[src/tarp_pkg.sv]
// ----------------------------------------------------------------------------
// tarp_pkg: shared types and constants of the tar header stream parser
// Holds the header layout, character codes, result records and the phase
// encodings used by the front end, the queue and the result stage.
// ----------------------------------------------------------------------------
`timescale 1ns / 1ps

package tarp_pkg;

    localparam int NAME_FIELD_BYTES = 100;
    localparam int BLOCK_BYTES      = 512;
    localparam int POS_W            = $clog2(BLOCK_BYTES);
    localparam int SIZE_FIELD_START = 124;
    localparam int SIZE_FIELD_BYTES = 12;
    localparam int TYPE_FIELD_POS   = 156;
    localparam int QUEUE_DEPTH      = 4;
    localparam int QUEUE_AW         = $clog2(QUEUE_DEPTH);
    localparam int QUEUE_CW         = $clog2(QUEUE_DEPTH + 1);

    localparam logic [7:0] CH_NUL   = 8'h00;
    localparam logic [7:0] CH_DOT   = 8'h2E;
    localparam logic [7:0] CH_SLASH = 8'h2F;
    localparam logic [7:0] CH_ZERO  = 8'h30;
    localparam logic [7:0] CH_FIVE  = 8'h35;
    localparam logic [7:0] CH_SEVEN = 8'h37;
    localparam logic [7:0] CH_UPA   = 8'h41;
    localparam logic [7:0] CH_UPZ   = 8'h5A;
    localparam logic [7:0] CASE_GAP = 8'h20;

    typedef enum logic [1:0] {
        KIND_CHAR  = 2'd0,
        KIND_ENTRY = 2'd1,
        KIND_END   = 2'd2
    } t_kind;

    typedef enum logic [1:0] {
        PH_HEADER = 2'd0,
        PH_DATA   = 2'd1,
        PH_DONE   = 2'd2
    } t_phase;

    typedef enum logic [1:0] {
        NP_STRIP = 2'd0,
        NP_HOLD  = 2'd1,
        NP_COPY  = 2'd2,
        NP_END   = 2'd3
    } t_name_phase;

    typedef struct packed {
        t_kind       kind;
        logic [7:0]  name_char;
        logic [6:0]  name_index;
        logic [6:0]  name_length;
        logic [31:0] entry_size;
        logic [7:0]  type_byte;
        logic        is_directory;
        logic        is_regular_file;
        logic [31:0] data_start;
        logic        last;
    } t_result;

    // One producing byte yields one result, or two name characters.
    typedef struct packed {
        logic       two;
        t_result    first;
        logic [7:0] second_char;
        logic [6:0] second_index;
    } t_bundle;

    function automatic logic [7:0] fold_case(input logic [7:0] c);
        logic [7:0] r;
        r = c;
        if (c >= CH_UPA && c <= CH_UPZ) begin
            r = c + CASE_GAP;
        end
        return r;
    endfunction

endpackage

[src/tarp_front.sv]
// ----------------------------------------------------------------------------
// tarp_front: byte classifier and header walker
// Tracks the position inside the archive, normalizes name bytes, collects
// the size and type fields and writes one result bundle per producing word.
// ----------------------------------------------------------------------------
`timescale 1ns / 1ps

module tarp_front (
    input  logic                i_clk,
    input  logic                i_rst_n,
    input  logic                i_accept,
    input  logic [7:0]          i_archive_byte,
    output logic                o_wr,
    output tarp_pkg::t_bundle   o_bundle
);

    tarp_pkg::t_phase                  r_phase, n_phase;
    logic [tarp_pkg::POS_W-1:0]        r_pos, n_pos;
    logic [31:0]                       r_offset, n_offset;
    logic [31:0]                       r_hstart, n_hstart;
    logic [31:0]                       r_skip, n_skip;
    logic [31:0]                       r_size, n_size;
    logic [7:0]                        r_type, n_type;
    logic                              r_nonzero, n_nonzero;
    tarp_pkg::t_name_phase             r_np, n_np;
    logic [6:0]                        r_count, n_count;
    logic [6:0]                        r_trim, n_trim;

    logic                              pos0;
    logic                              last_pos;
    logic                              in_name;
    logic                              in_size;
    logic                              is_digit;
    logic [31:0]                       eff_size;
    logic [31:0]                       eff_hstart;
    logic [7:0]                        eff_type;
    logic                              eff_nonzero;
    tarp_pkg::t_name_phase             eff_np;
    logic [6:0]                        eff_count;
    logic [6:0]                        eff_trim;
    logic                              emit_dot;
    logic                              emit_byte;
    logic [7:0]                        folded;
    tarp_pkg::t_name_phase             np_calc;
    logic [6:0]                        count_calc;
    logic [6:0]                        trim_calc;
    logic [31:0]                       size_calc;
    logic [31:0]                       skip_calc;

    assign pos0     = (r_pos == '0);
    assign last_pos = (r_pos == tarp_pkg::POS_W'(tarp_pkg::BLOCK_BYTES - 1));
    assign in_name  = (r_pos < tarp_pkg::POS_W'(tarp_pkg::NAME_FIELD_BYTES));
    assign in_size  = (r_pos >= tarp_pkg::POS_W'(tarp_pkg::SIZE_FIELD_START)) &&
                      (r_pos < tarp_pkg::POS_W'(tarp_pkg::SIZE_FIELD_START +
                                                tarp_pkg::SIZE_FIELD_BYTES));
    assign is_digit = (i_archive_byte >= tarp_pkg::CH_ZERO) &&
                      (i_archive_byte <= tarp_pkg::CH_SEVEN);
    assign folded   = tarp_pkg::fold_case(i_archive_byte);

    assign eff_size    = pos0 ? '0 : r_size;
    assign eff_hstart  = pos0 ? r_offset : r_hstart;
    assign eff_type    = pos0 ? '0 : r_type;
    assign eff_nonzero = pos0 ? 1'b0 : r_nonzero;
    assign eff_np      = pos0 ? tarp_pkg::NP_STRIP : r_np;
    assign eff_count   = pos0 ? '0 : r_count;
    assign eff_trim    = pos0 ? '0 : r_trim;

    always_comb begin
        emit_dot  = 1'b0;
        emit_byte = 1'b0;
        np_calc   = eff_np;
        if (in_name) begin
            case (eff_np)
                tarp_pkg::NP_STRIP: begin
                    if (i_archive_byte == tarp_pkg::CH_NUL) begin
                        np_calc = tarp_pkg::NP_END;
                    end else if (i_archive_byte == tarp_pkg::CH_DOT) begin
                        np_calc = tarp_pkg::NP_HOLD;
                    end else if (i_archive_byte != tarp_pkg::CH_SLASH) begin
                        emit_byte = 1'b1;
                        np_calc   = tarp_pkg::NP_COPY;
                    end
                end
                tarp_pkg::NP_HOLD: begin
                    if (i_archive_byte == tarp_pkg::CH_SLASH) begin
                        np_calc = tarp_pkg::NP_COPY;
                    end else begin
                        emit_dot = 1'b1;
                        if (i_archive_byte == tarp_pkg::CH_NUL) begin
                            np_calc = tarp_pkg::NP_END;
                        end else begin
                            emit_byte = 1'b1;
                            np_calc   = tarp_pkg::NP_COPY;
                        end
                    end
                end
                tarp_pkg::NP_COPY: begin
                    if (i_archive_byte == tarp_pkg::CH_NUL) begin
                        np_calc = tarp_pkg::NP_END;
                    end else begin
                        emit_byte = 1'b1;
                    end
                end
                default: begin
                    np_calc = eff_np;
                end
            endcase
        end else if (r_pos == tarp_pkg::POS_W'(tarp_pkg::NAME_FIELD_BYTES) &&
                     eff_np == tarp_pkg::NP_HOLD) begin
            emit_dot = 1'b1;
            np_calc  = tarp_pkg::NP_END;
        end
    end

    always_comb begin
        count_calc = eff_count + 7'(emit_dot) + 7'(emit_byte);
        trim_calc  = eff_trim;
        if (emit_dot) begin
            trim_calc = eff_count + 7'd1;
        end
        if (emit_byte && folded != tarp_pkg::CH_SLASH) begin
            trim_calc = count_calc;
        end
        size_calc = eff_size;
        if (in_size && is_digit) begin
            size_calc = {eff_size[28:0], 3'b000} + {29'd0, i_archive_byte[2:0]};
        end
        skip_calc = (size_calc + 32'(tarp_pkg::BLOCK_BYTES - 1)) &
                    ~32'(tarp_pkg::BLOCK_BYTES - 1);
    end

    // Next state.
    always_comb begin
        n_phase   = r_phase;
        n_pos     = r_pos;
        n_offset  = r_offset;
        n_hstart  = r_hstart;
        n_skip    = r_skip;
        n_size    = r_size;
        n_type    = r_type;
        n_nonzero = r_nonzero;
        n_np      = r_np;
        n_count   = r_count;
        n_trim    = r_trim;
        if (i_accept) begin
            n_offset = r_offset + 32'd1;
            case (r_phase)
                tarp_pkg::PH_DATA: begin
                    n_skip = r_skip - 32'd1;
                    if (r_skip == 32'd1) begin
                        n_phase = tarp_pkg::PH_HEADER;
                        n_pos   = '0;
                    end
                end
                tarp_pkg::PH_HEADER: begin
                    n_hstart  = eff_hstart;
                    n_size    = size_calc;
                    n_type    = (r_pos == tarp_pkg::POS_W'(tarp_pkg::TYPE_FIELD_POS)) ?
                                i_archive_byte : eff_type;
                    n_nonzero = eff_nonzero | (i_archive_byte != tarp_pkg::CH_NUL);
                    n_np      = np_calc;
                    n_count   = count_calc;
                    n_trim    = trim_calc;
                    if (last_pos) begin
                        n_pos  = '0;
                        n_skip = skip_calc;
                        if (!n_nonzero) begin
                            n_phase = tarp_pkg::PH_DONE;
                        end else if (skip_calc == '0) begin
                            n_phase = tarp_pkg::PH_HEADER;
                        end else begin
                            n_phase = tarp_pkg::PH_DATA;
                        end
                    end else begin
                        n_pos = r_pos + 1'b1;
                    end
                end
                default: begin
                    n_phase = r_phase;
                end
            endcase
        end
    end

    // Outputs.
    always_comb begin
        o_wr     = i_accept && (r_phase == tarp_pkg::PH_HEADER) &&
                   (emit_dot || emit_byte || last_pos);
        o_bundle = '0;
        o_bundle.two          = emit_dot && emit_byte;
        o_bundle.second_char  = folded;
        o_bundle.second_index = eff_count + 7'd1;
        o_bundle.first.last   = !(emit_dot && emit_byte);
        if (last_pos) begin
            if (eff_nonzero || i_archive_byte != tarp_pkg::CH_NUL) begin
                o_bundle.first.kind            = tarp_pkg::KIND_ENTRY;
                o_bundle.first.name_length     = eff_trim;
                o_bundle.first.entry_size      = eff_size;
                o_bundle.first.type_byte       = eff_type;
                o_bundle.first.is_directory    = (eff_type == tarp_pkg::CH_FIVE);
                o_bundle.first.is_regular_file = (eff_type == tarp_pkg::CH_NUL) ||
                                                 (eff_type == tarp_pkg::CH_ZERO);
                o_bundle.first.data_start      = eff_hstart +
                                                 32'(tarp_pkg::BLOCK_BYTES);
            end else begin
                o_bundle.first.kind = tarp_pkg::KIND_END;
            end
        end else begin
            o_bundle.first.kind       = tarp_pkg::KIND_CHAR;
            o_bundle.first.name_char  = emit_dot ? tarp_pkg::CH_DOT : folded;
            o_bundle.first.name_index = eff_count;
        end
    end

    always_ff @(posedge i_clk) begin
        if (!i_rst_n) begin
            r_phase   <= tarp_pkg::PH_HEADER;
            r_pos     <= '0;
            r_offset  <= '0;
            r_hstart  <= '0;
            r_skip    <= '0;
            r_size    <= '0;
            r_type    <= '0;
            r_nonzero <= 1'b0;
            r_np      <= tarp_pkg::NP_STRIP;
            r_count   <= '0;
            r_trim    <= '0;
        end else begin
            r_phase   <= n_phase;
            r_pos     <= n_pos;
            r_offset  <= n_offset;
            r_hstart  <= n_hstart;
            r_skip    <= n_skip;
            r_size    <= n_size;
            r_type    <= n_type;
            r_nonzero <= n_nonzero;
            r_np      <= n_np;
            r_count   <= n_count;
            r_trim    <= n_trim;
        end
    end

`ifndef SYNTHESIS
    a_data_has_skip: assert property (@(posedge i_clk) disable iff (!i_rst_n)
        r_phase == tarp_pkg::PH_DATA |-> r_skip != '0)
        else $error("data phase with nothing left to skip");
    a_done_sticks: assert property (@(posedge i_clk) disable iff (!i_rst_n)
        r_phase == tarp_pkg::PH_DONE |=> r_phase == tarp_pkg::PH_DONE)
        else $error("parser left end of archive");
`endif

endmodule

[src/tarp_queue.sv]
// ----------------------------------------------------------------------------
// tarp_queue: result bundle queue
// A short first-in first-out store that lets the byte front end and the
// result stage stall independently of each other.
// ----------------------------------------------------------------------------
`timescale 1ns / 1ps

module tarp_queue (
    input  logic                i_clk,
    input  logic                i_rst_n,
    input  logic                i_wr,
    input  tarp_pkg::t_bundle   i_bundle,
    input  logic                i_rd,
    output tarp_pkg::t_bundle   o_bundle,
    output logic                o_full,
    output logic                o_empty
);

    tarp_pkg::t_bundle                 r_mem [tarp_pkg::QUEUE_DEPTH];
    logic [tarp_pkg::QUEUE_AW-1:0]     r_wptr, n_wptr;
    logic [tarp_pkg::QUEUE_AW-1:0]     r_rptr, n_rptr;
    logic [tarp_pkg::QUEUE_CW-1:0]     r_count, n_count;
    logic                              do_wr;
    logic                              do_rd;

    assign o_full   = (r_count == tarp_pkg::QUEUE_CW'(tarp_pkg::QUEUE_DEPTH));
    assign o_empty  = (r_count == '0);
    assign o_bundle = r_mem[r_rptr];
    assign do_wr    = i_wr && !o_full;
    assign do_rd    = i_rd && !o_empty;

    always_comb begin
        n_wptr  = do_wr ? r_wptr + 1'b1 : r_wptr;
        n_rptr  = do_rd ? r_rptr + 1'b1 : r_rptr;
        n_count = r_count + tarp_pkg::QUEUE_CW'(do_wr) - tarp_pkg::QUEUE_CW'(do_rd);
    end

    always_ff @(posedge i_clk) begin
        if (do_wr) begin
            r_mem[r_wptr] <= i_bundle;
        end
    end

    always_ff @(posedge i_clk) begin
        if (!i_rst_n) begin
            r_wptr  <= '0;
            r_rptr  <= '0;
            r_count <= '0;
        end else begin
            r_wptr  <= n_wptr;
            r_rptr  <= n_rptr;
            r_count <= n_count;
        end
    end

`ifndef SYNTHESIS
    a_count_bound: assert property (@(posedge i_clk) disable iff (!i_rst_n)
        r_count <= tarp_pkg::QUEUE_CW'(tarp_pkg::QUEUE_DEPTH))
        else $error("queue count beyond depth");
    a_no_overflow: assert property (@(posedge i_clk) disable iff (!i_rst_n)
        !(i_wr && o_full))
        else $error("write into a full queue");
    a_ptr_gap: assert property (@(posedge i_clk) disable iff (!i_rst_n)
        r_wptr == tarp_pkg::QUEUE_AW'(r_rptr + r_count))
        else $error("queue pointers disagree with count");
`endif

endmodule

[src/tarp_back.sv]
// ----------------------------------------------------------------------------
// tarp_back: result stage
// Holds the bundle at the head of the output and presents its results one
// word at a time, splitting a two-character bundle over two pops.
// ----------------------------------------------------------------------------
`timescale 1ns / 1ps

module tarp_back (
    input  logic                i_clk,
    input  logic                i_rst_n,
    input  tarp_pkg::t_bundle   i_bundle,
    input  logic                i_q_empty,
    output logic                o_q_rd,
    input  logic                i_pop,
    output logic                o_empty,
    output tarp_pkg::t_result   o_result
);

    logic                r_valid, n_valid;
    logic                r_second, n_second;
    tarp_pkg::t_bundle   r_bundle;
    logic                taken;
    logic                finishing;

    assign o_empty   = !r_valid;
    assign taken     = i_pop && r_valid;
    assign finishing = !r_bundle.two || r_second;
    assign o_q_rd    = !i_q_empty && (!r_valid || (taken && finishing));

    always_comb begin
        n_valid  = r_valid;
        n_second = r_second;
        if (taken && !finishing) begin
            n_second = 1'b1;
        end else if (!r_valid || taken) begin
            n_valid  = !i_q_empty;
            n_second = 1'b0;
        end
    end

    always_comb begin
        o_result = r_bundle.first;
        if (r_second) begin
            o_result            = '0;
            o_result.kind       = tarp_pkg::KIND_CHAR;
            o_result.name_char  = r_bundle.second_char;
            o_result.name_index = r_bundle.second_index;
            o_result.last       = 1'b1;
        end
    end

    always_ff @(posedge i_clk) begin
        if (o_q_rd) begin
            r_bundle <= i_bundle;
        end
    end

    always_ff @(posedge i_clk) begin
        if (!i_rst_n) begin
            r_valid  <= 1'b0;
            r_second <= 1'b0;
        end else begin
            r_valid  <= n_valid;
            r_second <= n_second;
        end
    end

`ifndef SYNTHESIS
    a_second_of_pair: assert property (@(posedge i_clk) disable iff (!i_rst_n)
        r_second |-> r_valid && r_bundle.two)
        else $error("second character without a pair");
`endif

endmodule

[src/tar_header_stream_parser.sv]
// ----------------------------------------------------------------------------
// tar_header_stream_parser: streaming tar header parser
// Walks a tar archive byte by byte and reports normalized name characters,
// one record per entry header and an end-of-archive marker.
// ----------------------------------------------------------------------------
// Usage: archive bytes enter on the input queue port (push, full), one word
// per cycle while full is low, in archive order. Results leave on the
// output queue port (empty, pop); the oldest result is shown while empty is
// low. Name bytes give zero, one or two character results, the last header
// byte gives an entry or end-of-archive record, and data bytes give nothing.
// A result reaches the output ports through the queue and the output register:
// the bundle enters the queue at the edge that accepts its byte and the output
// register at the next one, or later while older results still wait there.
// The input takes one byte per cycle while full is low; the output moves one
// result per cycle while pop is high, so a two-character byte costs two pops.
// A four-entry bundle queue sits between the byte walker and the output
// register; full rises only when it fills, that is when the receiver has
// stalled long enough. Reset (synchronous, active low) returns the walker to
// the start of a header at archive offset zero and empties the queue.
// ----------------------------------------------------------------------------
`timescale 1ns / 1ps

module tar_header_stream_parser (
    input  logic        i_clk,
    input  logic        i_rst_n,
    input  logic        push,
    output logic        full,
    input  logic [7:0]  i_archive_byte,
    output logic        empty,
    input  logic        pop,
    output logic [1:0]  o_kind,
    output logic [7:0]  o_name_char,
    output logic [6:0]  o_name_index,
    output logic [6:0]  o_name_length,
    output logic [31:0] o_entry_size,
    output logic [7:0]  o_type_byte,
    output logic        o_is_directory,
    output logic        o_is_regular_file,
    output logic [31:0] o_data_start,
    output logic        o_last
);

    logic                accept;
    logic                f_wr;
    tarp_pkg::t_bundle   f_bundle;
    tarp_pkg::t_bundle   q_bundle;
    logic                q_full;
    logic                q_empty;
    logic                q_rd;
    tarp_pkg::t_result   result;

    assign full   = q_full;
    assign accept = push && !q_full;

    tarp_front u_front (
        .i_clk          (i_clk),
        .i_rst_n        (i_rst_n),
        .i_accept       (accept),
        .i_archive_byte (i_archive_byte),
        .o_wr           (f_wr),
        .o_bundle       (f_bundle)
    );

    tarp_queue u_queue (
        .i_clk    (i_clk),
        .i_rst_n  (i_rst_n),
        .i_wr     (f_wr),
        .i_bundle (f_bundle),
        .i_rd     (q_rd),
        .o_bundle (q_bundle),
        .o_full   (q_full),
        .o_empty  (q_empty)
    );

    tarp_back u_back (
        .i_clk     (i_clk),
        .i_rst_n   (i_rst_n),
        .i_bundle  (q_bundle),
        .i_q_empty (q_empty),
        .o_q_rd    (q_rd),
        .i_pop     (pop),
        .o_empty   (empty),
        .o_result  (result)
    );

    assign o_kind            = result.kind;
    assign o_name_char       = result.name_char;
    assign o_name_index      = result.name_index;
    assign o_name_length     = result.name_length;
    assign o_entry_size      = result.entry_size;
    assign o_type_byte       = result.type_byte;
    assign o_is_directory    = result.is_directory;
    assign o_is_regular_file = result.is_regular_file;
    assign o_data_start      = result.data_start;
    assign o_last            = result.last;

endmodule

[config.mk]
export PLATFORM = sky130hd
export DESIGN_NAME = tar_header_stream_parser
export DESIGN_NICKNAME = d
export VERILOG_FILES = /design/src/tarp_pkg.sv /design/src/tarp_front.sv /design/src/tarp_queue.sv /design/src/tarp_back.sv /design/src/tar_header_stream_parser.sv
export SDC_FILE = /design/constraint.sdc
export NUM_CORES = 1
export LEC_CHECK = 0
export BUFFER_PORTS_ARGS = -buffer_cell sky130_fd_sc_hd__buf_4
export CORE_MARGIN = 2
export CORE_UTILIZATION = 62
export DETAILED_ROUTE_END_ITERATION = 10
export PLACE_DENSITY = 0.8
export REMOVE_ABC_BUFFERS = 1
export SLEW_MARGIN = 0
export SYNTH_ARGS = -nofsm -noshare
export SYNTH_HDL_FRONTEND = slang
export SYNTH_SLANG_ARGS = --single-unit
[constraint.sdc]
create_clock -name i_clk -period 12.6 [get_ports i_clk]
set_input_delay 1.26 -clock i_clk [delete_from_list [all_inputs] [get_ports i_clk]]
set_output_delay 1.26 -clock i_clk [all_outputs]
set_load 0.01 [all_outputs]
Word-level counts from Yosys, hierarchy flattened:

Memories as Yosys holds them, arrays and structs flattened. A register that Yosys moved wholly into a read port is not among the register bits.
Index checks and enable logic that the tools add are counted.

* add/subtract/negate cells: 14
* multipliers: 0
* div/mod/pow operators: 0
* order comparisons: 7
* equality and inequality tests: 16
* shift-type cells: 0
* mux-type cells: 53
* bitwise logic cells: 2
* reductions and logical operators: 44

Operators with widths (number)
* $mux 81: 2
* $mux 32: 4
* $mux 99: 1
* $pmux 32 s2: 1
* $add 32x1->32 const B: 1
* $add 32x10->32 const B: 1
* $add 32x3->32: 1
* $add 32x9->32 const B: 1
* $eq 32x1->1 const B: 1
* $eq 8x6->1 const B: 4
* $logic_not 32->1: 1
* $mux 8: 4
* $sub 32x1->32 const B: 1
* $mux 7: 4
* $mux 2: 13
* $mux 9: 2
* $pmux 9 s2: 1
* $mux 1: 17
* $logic_and 1x1->1: 16
* $logic_not 8->1: 2
* $ne 8x6->1 const B: 2
* $mux 15: 1
* $add 7x1->7: 2
* $add 9x1->9 const B: 1
* 34 further kinds: 52

* bits in registers: 173
* latch bits: 0
* memory bits (writable): 460
* ROM bits: 0
* input bits: 12
* output and inout port bits: 101
* logic and storage cells: 153
* memories kept: 1

Memories
* u_queue.r_mem: depth 4, width 115, rd ports 1, clocked after Yosys merged registers in 1, wr ports 1, RTL line tarp_queue.sv:19 `tarp_pkg::t_bundle r_mem [tarp_pkg::QUEUE_DEPTH];`

Depth between registers and ports, before layout:

Gate-level depths: netlist of run 1.

* depth in word-level cells: 12
* gate-level depth with buffers: 25
* mapped depth without buffers: 21

Modules after synthesis:

From an unflattened synthesis of run 1, not the netlist that was laid out.

* cell total of the unflattened synthesis: 2347
* area, all modules: 32070.8 sq um

Modules (own cells, without submodules)
* tarp_queue: instances 1, cells an instance 652, area each 17043.8 sq um, sequential area each 13993.4 sq um
* tarp_front: instances 1, cells an instance 1458, area each 10680.2 sq um, sequential area each 3283.1 sq um
* tarp_back: instances 1, cells an instance 236, area each 4332.9 sq um, sequential area each 3493.4 sq um
* tar_header_stream_parser: instances 1, cells an instance 1, area each 13.8 sq um, sequential area each 0.0 sq um

Least setup slack after synthesis of run 1:

Ideal clock, no wire load.

* path type: input -> register
* from: in pop
* to: reg u_queue.r_count[2] (netlist bit)
* arrival: 8.976 ns
* required time: 12.485 ns
* slack: 3.509 ns
* stages: 10
* path through: o21ai_0 a21oi_1 ha_1 inv_1 ha_1 inv_1 fa_1 xnor2_1 xnor2_1 and2_1

* cells in the longest elaborated chain, start to end: 6

RTL lines
* start, declared: RTL line tar_header_stream_parser.sv:30 `input logic pop,`
* $logic_and 1x1->1: RTL line tarp_back.sv:26 `assign taken = i_pop && r_valid;`
* $logic_and 1x1->1: RTL line tarp_back.sv:28 `assign o_q_rd = !i_q_empty && (!r_valid || (taken && finishing));`
* $logic_or 1x1->1: RTL line tarp_back.sv:28
* $logic_and 1x1->1: RTL line tarp_back.sv:28
* named net q_rd: RTL line tar_header_stream_parser.sv:49 `logic q_rd;`
* $logic_and 1x1->1: RTL line tarp_queue.sv:30 `assign do_rd = i_rd && !o_empty;`
* $sub 3x1->3: RTL line tarp_queue.sv:35 `n_count = r_count + tarp_pkg::QUEUE_CW'(do_wr) - tarp_pkg::QUEUE_CW'(do_rd);`
* end signal, assigned: RTL line tarp_queue.sv:52 `r_count <= n_count;`
* end, declared: RTL line tarp_queue.sv:22 `logic [tarp_pkg::QUEUE_CW-1:0] r_count, n_count;`

The timed path passes the listed nets, and every way through them passes these cells.
A chain may end at the register's enable or synchronous reset.

Final worst setup path of run 1:

* from: reg u_front.r_pos[0] (netlist bit)
* to: mem u_queue.r_mem[0][73] (netlist bit), enable pin

* cells in the longest elaborated chain, start to end: 12
* elaborated cells between the ends (all ways): 20

RTL lines
* start, declared: RTL line tarp_front.sv:18 `logic [tarp_pkg::POS_W-1:0] r_pos, n_pos;`
* start signal, assigned: RTL line tarp_front.sv:230 `r_pos <= n_pos;`
* $logic_not 9->1: RTL line tarp_front.sv:50 `assign pos0 = (r_pos == '0);`
* $mux 2: RTL line tarp_front.sv:64 `assign eff_np = pos0 ? tarp_pkg::NP_STRIP : r_np;`
* $eq 2x1->1: RTL line tarp_front.sv:73, tarp_front.sv:109
* $logic_and 1x1->1: RTL line tarp_front.sv:108 `end else if (r_pos == tarp_pkg::POS_W'(tarp_pkg::NAME_FIELD_BYTES) &&`
* $mux 1: RTL line tarp_front.sv:108
* $mux 1: RTL line tarp_front.sv:72 `if (in_name) begin`
* $logic_or 1x1->1: RTL line tarp_front.sv:188 `(emit_dot || emit_byte || last_pos);`
* $logic_or 1x1->1 (*): RTL line tarp_front.sv:188
* $logic_and 1x1->1 (*): RTL line tarp_front.sv:187 `o_wr = i_accept && (r_phase == tarp_pkg::PH_HEADER) &&`
* $logic_and 1x1->1 (*): RTL line tarp_queue.sv:29 `assign do_wr = i_wr && !o_full;`
* named net u_queue.do_wr: RTL line tarp_queue.sv:23 `logic do_wr;`
* $mux 1 (*): RTL line tarp_queue.sv:39 `if (do_wr) begin`
* $mux 1 (implied by the code) (*): RTL line tarp_queue.sv:40 `r_mem[r_wptr] <= i_bundle;`
* end, declared: RTL line tarp_queue.sv:19

Mark *: on every way through the listed nets, which the timed path passes. The rest lies on a longest branch.

==> flow_summary.toml, run 1 <==
[global_routing]
grt_antenna_before_repair = 0
grt_usage_pct = 26.62
use_met3_pct = 3.063
grt_first_pass_wirelength_um = 109700
grt_max_degree = 97
grt-ovfl-total = 0
top_usage_layer = "met2"
met1_usage_pct = 36.89
use_met2_pct = 44.31
grt_pass1_vias = 19516

[timing]
max-slew-margin-rel_pct = 22.90
fmax_mhz = 150.4
grt_setup_unrepaired = "no"
worstMarginPinSlew_ns = 1.154
period_minus_slack_ns = 6.648
period_share_pct = 52.76
setup-tns-final_ns = 0
drv_slew = 0
setup_viol = 0
finalHoldViolations = 0
finClkSkew_ns = 0.01566

[floorplan]
die_w_um = 230.9
start_util_pct = 62.50
die_area_um2 = 53340
die_y_um = 230.9
pin_count = 113
fp-row-count = 83
core_um2 = 51090

[final_layout]
stdcell_area_um2 = 35770
layout-drive-gt1-share_pct = 16.69
register_area_um2 = 20740
nFillCells = 3362
multi_input_area_um2 = 10590
final_nets = 2446
diodes = 0
area_growth_pct = 12.00

[power_and_ir_drop]
switching_power_mw = 1.915
pwr-share-seq_pct = 46.9
p_int_mw = 5.146
p_leak_nw = 12.63
pwr-share-comb_pct = 21.5
peakVddDrop_uv = 237.1
power_density_nw_per_um2 = 197.4
power_frac_clock_pct = 31.6
switching_share_pct = 27.12

[yosys]
ys_seq_area_share_pct = 64.92
yosysMostFrequentCell = "edfxtp_1"
synthCells = 2334
async_flop_share_pct = 0
synth_top_area_share_pct = 54.07
synth_edf_count = 575
yosys_warnings = 0
netlist_area_um2 = 31930
synth_flop_cell = "edfxtp_1"
synth.avg_cell_area_um2 = 13.68
yosys-top-cells-count = "575 x edfxtp_1, 258 x nand2_1, 173 x dfxtp_1, 127 x nor2b_1, 115 x mux4_2"
synth_top_area_cell = "edfxtp_1"
yosys-top-cells-area = "edfxtp_1 54%, dfxtp_1 11%, mux4_2 8.1%, nand2_1 3.0%, nor2b_1 2.5%"
ys_types = 77
synth_seq_cells = 748

[clock_tree]
postCtsSetupBuffers = 0
cts_tree = "yes"
clock-sinks = 748
clk_pin_slew_worst_paths_ns = 0.06
postCtsHoldBufs = 0
clockBufferDepth = 3
clk_latency_ns = 0.61
cts_inserted_buffers = 75
root_buffer = "clkbuf_16"
h-tree-depth = 3
cts-resized-gates = 0

[critical_path]
cp-start-kind = "flop"
criticalPathCategory = "flop to flop"
r2r-start = "u_front.r_pos[0]"
cp_max_fo = 68
cp_slowest_cell = "buf_4"
cp-endpoint = "u_queue.r_mem[0][73]"
r2r_cells = 17
required_ns = 12.81
cpMostUsedCell = "inv_1"
worstSetupEndpointType = "flop"
r2r-end = "u_queue.r_mem[0][73]"
critical_path.max_stage_delay_ns = 0.96
crit_arrival_ns = 6.86
worstPathCellList = "inv_1, ha_1, nor4b_2, nand2_2, buf_4, nand2_1, inv_1, ha_1, nand2_1, nor3_1, nand4_1, and2_1, inv_1, nor3_1, nor2_1, and2_4, buf_4"
reg2reg_slack_ns = 5.95
cp-startpoint = "u_front.r_pos[0]"

[detailed_routing]
drtPass1Iterations = 6
avgViaCountPerCell = 6.240
antenna_left = 0
drt_iter0_drc = 1959
routedWlPerCell_um = 22.36
route.final.wire_length_um = 70420
via_count = 19651
drc_errors = 0

[run]
drv_cap = 0

[outcome]
status = "completed"

[worst_hold_path]
hp-class = "flop to flop"

[place]
postPlaceCellArea_um2 = 33310
gp_congestion = 0.8910
post-dp-hpwl_um = 41950
io_buffers = 112
-- cells by family after synthesis --
group / count (synthesis) / synth area share, %
flops: 748 / 64.92
compound gates: 319 / 6.438
xor+xnor: 89 / 2.441
simple gates: 827 / 13.42
mux: 165 / 9.792
fa+ha+maj: 23 / 0.9482
buf+inv: 163 / 2.049
-- state kept, by name, summed over array words and instances, names as in the netlist, 2 cells and up --
signal and count:
u_front.r_count 7, u_front.r_phase 2, u_front.r_hstart 32, u_front.r_size 32, u_front.r_trim 7, u_queue.r_wptr 2
u_front.r_offset 32, u_front.r_np 2, u_back.r_bundle 115, u_queue.r_count 3, u_queue.r_rptr 2, u_front.r_skip 32
u_queue.r_mem 460, u_front.r_pos 9, u_front.r_type 8
-- worst min path at each step --
stage                         startpoint  cells after the start  slack [ns]                   end
floorplan                u_front.r_np[0]                      2        0.44       u_front.r_np[0]
global placement    u_front.r_hstart[27]                      2        0.45  u_front.r_hstart[27]
detailed placement       u_front.r_np[0]                      2        0.46       u_front.r_np[0]
CTS                   u_front.r_skip[26]                      2        0.47    u_front.r_skip[26]
global route             u_front.r_np[0]                      2        0.50       u_front.r_np[0]
finish                   u_front.r_np[0]                      2        0.46       u_front.r_np[0]
-- routing by layer --
layer	vias to the layer above	wire length [um]	share of wire, %
met5	-	0	0
met4	0	1753	2.5
met3	123	3953	5.6
met2	725	34920	50
met1	9922	29800	42
li1	8881	-	-
-- critical path: cells and delay by family, from the launching register on --
family	cells	cell delay, ns
and+or+nand+nor	10	2.90
buffers and inverters	5	2.30
adders and majority gates	2	0.50
DFF	1	0.43
-- placed cells by master (no fill, tap or decap), types with 7 or more instances in the layout --
cell type  instances
xnor2_1           52
nor2b_1          127
nand2b_1           9
and2_1            58
clkinv_2           8
inv_1             27
buf_4            136
or3_1             15
a22oi_1           30
ha_1              21
o21ai_0           64
xor2_1            37
nand4_1           24
a31oi_1           12
nor3b_1            7
o21ai_1            7
a21boi_0          58
clkbuf_8           7
clkbuf_1          25
nor2_1            99
nor4_1            17
bufinv_16          8
nand3_1           56
mux2i_1           32
mux4_2           115
nand2_1          257
clkbuf_16         77
o22ai_1            8
and3_1            74
dfxtp_1          170
nor3_1            44
edfxtp_1         575
mux2_2            16
a211oi_1          10
a21oi_1           84
-- layout make-up --
cell class              instances  area share [%]
flip-flops and latches        748           57.99
repair buffers                136           2.855
inverters                      27          0.2834
clock inverters                26          0.9515
clock buffers                 109           5.919
multi-input cells            1423           29.62
well taps                     680           2.379
-- power by group through the flow --
stage	Combinational (mW)	Clock, mW	Sequential (mW)
global placement	1.49	0	3.33
global route	1.62	2.36	3.35
finish	1.52	2.23	3.31
detailed placement	1.52	0	3.36
CTS	1.54	2.27	3.31
floorplan	0.920	0	3.42
-- through the flow --
| stage | setup WS [ns] | power, mW | hold slack (ns) | utilization, % | std cells |
|---|---|---|---|---|---|
| floorplan | 2.438 | 4.338 | 0.4412 | - | 2198 |
| global placement | 6.197 | 4.817 | 0.4525 | 65.19 | 3014 |
| detailed placement | 6.048 | 4.873 | 0.4620 | 65.19 | 3014 |
| CTS | 6.018 | 7.126 | 0.4699 | 70.00 | 3149 |
| global route | 5.538 | 7.329 | 0.4961 | 70.00 | 3149 |
| finish | 5.952 | 7.061 | 0.4649 | 70.00 | 3149 |
Note: power is estimated with default switching activity, not from simulation.
==> run 2, diff against run 1 <==
- clock period: 12.6 -> 6.7 ns (I/O delays scaled with it)
==> run 2 against run 1 <==
Register-to-register slack lost 4.6 ns. Critical path depth shrank 2. Count of clock-buffer cells in the layout shrank 18. Non-clock buffer count grew 4. Sequential share of layout area is essentially flat. Sequential cell count is the same. Clock power grew 80%. First-iteration DRC count shrank 6.3%.
==> flow_summary.toml, run 2 (synthesis gave the netlist of run 1 again) <==
[floorplan]
start_util_pct = 62.50
pin_count = 113
fp-row-count = 83
die_y_um = 230.9
core_um2 = 51090
die_area_um2 = 53340
die_w_um = 230.9

[critical_path]
path_buf_inv = 3
critical_path.max_stage_delay_ns = 0.68
r2r-end = "u_queue.r_mem[0][8]"
cp.depth = 15
cp_max_fo = 78
cp_top_family = "simple AND/OR/NAND/NOR gates"
reg2reg_slack_ns = 1.31
cp_slowest_cell = "and2_4"
worstPathCellList = "inv_1, ha_1, nor4b_2, nand2_2, nand2_1, ha_1, nand2_1, nor3_1, nand4_1, and2_1, inv_1, nor3_1, nor2_1, and2_4, buf_12"
r2r_cells = 15
crit_arrival_ns = 5.63
worstSetupEndpointType = "flop"
criticalPathCategory = "flop to flop"
r2r-start = "u_front.r_pos[0]"
cp-start-kind = "flop"
required_ns = 6.94

[global_routing]
grt_max_degree = 118
grt_usage_pct = 26.96
grt_first_pass_wirelength_um = 110600
grt_pass1_vias = 19306
grt_antenna_before_repair = 2
grt-ovfl-total = 0

[detailed_routing]
via_count = 19648
routedWlPerCell_um = 22.54
route.final.wire_length_um = 71110
avgViaCountPerCell = 6.228
drt_iter0_drc = 1835
drtPass1Iterations = 6
drc_errors = 0
antenna_left = 0

[clock_tree]
clock-sinks = 748
h-tree-depth = 3
postCtsHoldBufs = 0
clk_pin_slew_worst_paths_ns = 0.06
cts-resized-gates = 0
root_buffer = "clkbuf_16"
cts_inserted_buffers = 75
clockBufferDepth = 3
postCtsSetupBuffers = 0
clk_latency_ns = 0.62
cts_tree = "yes"

[worst_hold_path]
min-delay-start = "pop"
hp-class = "input pin to flop"
hold_path_end = "u_back.r_second"
min_path_cells = 3

[timing]
period_minus_slack_ns = 5.390
period_share_pct = 80.45
worstMarginPinSlew_ns = 1.299
max-slew-margin-rel_pct = 13.32
drv_slew = 0
finClkSkew_ns = 0.02412
finalHoldViolations = 0
setup_viol = 0
fmax_mhz = 185.5
setup_slack_ns = 1.310
grt_setup_unrepaired = "no"
setup-tns-final_ns = 0

[final_layout]
layout-drive-gt1-share_pct = 16.94
register_area_um2 = 20740
final_cells = 3155
largest_register_ffs = 460
stdcell_area_um2 = 35780
layout_commonest_cell = "edfxtp_1"
final_nets = 2450
top_register = "u_queue.r_mem"
multi_input_area_um2 = 10590
top_regs = "u_queue.r_mem: 460 flops, u_back.r_bundle: 115 flops"
fin_util_pct = 70.02
nFillCells = 3374
final_cell_mix = "575 x edfxtp_1, 257 x nand2_1, 170 x dfxtp_1"
area_growth_pct = 12.04

[power_and_ir_drop]
p_leak_nw = 12.63
power_density_nw_per_um2 = 366.6
peakVddDrop_uv = 880.3

[place]
gp_congestion = 0.8929
post-dp-hpwl_um = 41970
io_buffers = 112
place_ws_ns = 1.406
placed_cells = 3018
postPlaceCellArea_um2 = 33410

[run]
drv_cap = 0

[outcome]
status = "completed"
==> run 2: cell type report <==
type                       count  share of cell area [%]
sequential                   748                   57.97
tap                          680                   2.378
timing repair buffer         140                   3.148
inverter                      27                  0.2833
antenna                        1                0.006994
clock buffer                  91                   5.592
clock inverter                45                   1.007
multi-input combinational   1423                   29.61
==> run 2: how the worst max path moves through the flow <==
stage | start | endpoint | slack (ns)
after floorplan | u_back.r_second | u_queue.r_count[2] | -3.46
after global placement | u_front.r_pos[0] | u_queue.r_mem[0][72] | 1.69
after detailed placement | u_front.r_pos[0] | u_queue.r_mem[0][62] | 1.41
after CTS | u_front.r_pos[0] | u_queue.r_mem[0][56] | 1.38
after global routing | u_front.r_pos[0] | u_queue.r_mem[2][79] | 0.90
final | u_front.r_pos[0] | u_queue.r_mem[0][8] | 1.31
==> run 2: routing by layer <==
metal | vias to the layer above | track usage (%) | part of all wire [%]
met2 | 734 | 44.36 | 49
met3 | 122 | 4.175 | 6.3
met5 | - | 0 | 0
met1 | 9921 | 37.32 | 42
li1 | 8871 | - | -
met4 | 0 | 8.690 | 2.3
==> run 2: through the flow <==
stage | total power [mW] | hold WS (ns)
finish | 13.12 | 0.3086
global route | 13.61 | 0.3312
global placement | 9.085 | 0.4501
detailed placement | 9.186 | 0.4581
CTS | 13.24 | 0.2943
floorplan | 8.157 | 0.4412
==> run 2: tightest hold or removal path, delay by kind of cell <==
kind	cells	cell delay, ns
AO/OA/AOI/OAI	1	0.06
buffers and inverters	1	0.08
AND/OR/NAND/NOR	1	0.08
==> run 2: power breakdown <==
part	switching, mW	leakage [nW]	internal (mW)
registers	0.279	7.22	5.93
logic	1.62	4.26	1.26
clock network	1.73	1.15	2.29
total	3.63	12.6	9.48
==> run 3, diff against run 2 <==
- clock period: 6.7 -> 5.05 ns (I/O delays scaled with it)
==> run 3 against run 2 <==
Routed wire length is 2.4% lower. Sequential cell count is the same. Count of clock-buffer cells in the layout up 5. Clock power increased by 36%. Critical path type unchanged. Critical endpoint is now u_queue.r_mem[3][50]. Highest routed layer unchanged.
==> flow_summary.toml, run 3 (synthesis gave the netlist of run 1 again) <==
[clock_tree]
h-tree-depth = 3
postCtsSetupBuffers = 0
cts_tree = "yes"
clk_pin_slew_worst_paths_ns = 0.06
clock-sinks = 748
cts-resized-gates = 0
clk_latency_ns = 0.61
cts_inserted_buffers = 74
clockBufferDepth = 3
root_buffer = "clkbuf_16"
postCtsHoldBufs = 0

[floorplan]
die_w_um = 230.9
die_area_um2 = 53340
pin_count = 113
start_util_pct = 62.50
die_y_um = 230.9
core_um2 = 51090
fp-row-count = 83

[place]
place_ws_ns = 0.6140
gp_congestion = 0.9076
post-dp-hpwl_um = 42160
io_buffers = 112

[critical_path]
required_ns = 5.33
worstSetupEndpointType = "flop"
crit_arrival_ns = 4.78
cp_max_fo = 31
criticalPathCategory = "flop to flop"
cp-start-kind = "flop"

[detailed_routing]
via_count = 19624
antenna_left = 0
avgViaCountPerCell = 6.204
drc_errors = 0
drt_iter0_drc = 1956
drtPass1Iterations = 6
route.final.wire_length_um = 69420
routedWlPerCell_um = 21.95

[power_and_ir_drop]
peakVddDrop_uv = 299.5
power_density_nw_per_um2 = 486.8
finalPower_mw = 17.51
p_leak_nw = 12.72

[timing]
setup_viol = 0
fmax_mhz = 222.2
grt_setup_unrepaired = "no"
worstMarginPinSlew_ns = 1.145
holdWs_ns = 0.2091
drv_slew = 0
period_minus_slack_ns = 4.501
finClkSkew_ns = 0.02050
period_share_pct = 89.14
max-slew-margin-rel_pct = 23.10
finalHoldViolations = 0
setup_slack_ns = 0.5486
setup-tns-final_ns = 0

[final_layout]
final_cell_mix = "575 x edfxtp_1, 257 x nand2_1, 170 x dfxtp_1"
nFillCells = 3362
layout-drive-gt1-share_pct = 17.24
largest_register_ffs = 460
diodes = 0
layout_commonest_cell = "edfxtp_1"
top_register = "u_queue.r_mem"
top_regs = "u_queue.r_mem: 460 flops, u_back.r_bundle: 115 flops"
final_nets = 2462
area_growth_pct = 12.62

[global_routing]
grt_pass1_vias = 19352
grt_max_degree = 117
grt_first_pass_wirelength_um = 108700
grt-ovfl-total = 0
grt_antenna_before_repair = 0
grt_usage_pct = 26.37

[run]
drv_cap = 0

[worst_hold_path]
hp-class = "input pin to flop"

[outcome]
status = "completed"
-- run 3: path summary, 6_finish.rpt --
path	start	endpoint	slack (ns)	cells past startpoint
min reg2reg	u_front.r_hstart[7]	u_front.r_hstart[7]	0.48	2
max	u_front.r_pos[3]	u_queue.r_mem[3][50]	0.55	11
min	pop	u_back.r_second	0.21	3
max reg2reg	u_front.r_pos[3]	u_queue.r_mem[3][50]	0.55	11
-- run 3: routing by layer --
layer	GRT usage (%)	wire length [um]	up-vias
met5	0	0	-
met1	37.16	29340	9847
met2	42.99	34140	751
met4	8.690	1469	0
met3	3.570	4469	112
li1	-	-	8914
-- run 3: layout make-up --
type / count / area, um^2 / share of cell area (%)
inverters: 27 / 101.3 / 0.2818
well taps: 680 / 850.8 / 2.366
flip-flops and latches: 748 / 20740 / 57.67
multi-input cells: 1423 / 10590 / 29.46
repair buffers: 153 / 1274 / 3.542
clock inverters: 36 / 384.1 / 1.068
clock buffers: 96 / 2019 / 5.615
-- run 3: worst max-delay path, cell delays in order, from the launching register on --
cell and delay [ns]:
dfxtp_1 0.38, nor4_4 0.55, nand2_2 0.29, nand2_1 0.24, inv_1 0.09, ha_1 0.27
or3b_2 0.51, a21oi_2 0.28, nor3_1 0.11, nor2_1 0.43, and2_4 0.62, buf_4 0.38
-- run 3: through the flow --
stage | instance area, um^2 | instances | util [%]
floorplan | 31380 | 2198 | -
global route | 35960 | 3163 | 70.39
detailed placement | 33560 | 3031 | 65.68
global placement | 33560 | 3031 | 65.68
CTS | 35960 | 3163 | 70.39
finish | 35960 | 3163 | 70.39
-- run 3: where the power goes --
part	leakage, nW	switching, mW	internal [mW]
sequential	7.22	0.393	7.86
clock	1.16	2.26	3.19
combinational	4.34	2.10	1.71
total	12.7	4.75	12.8
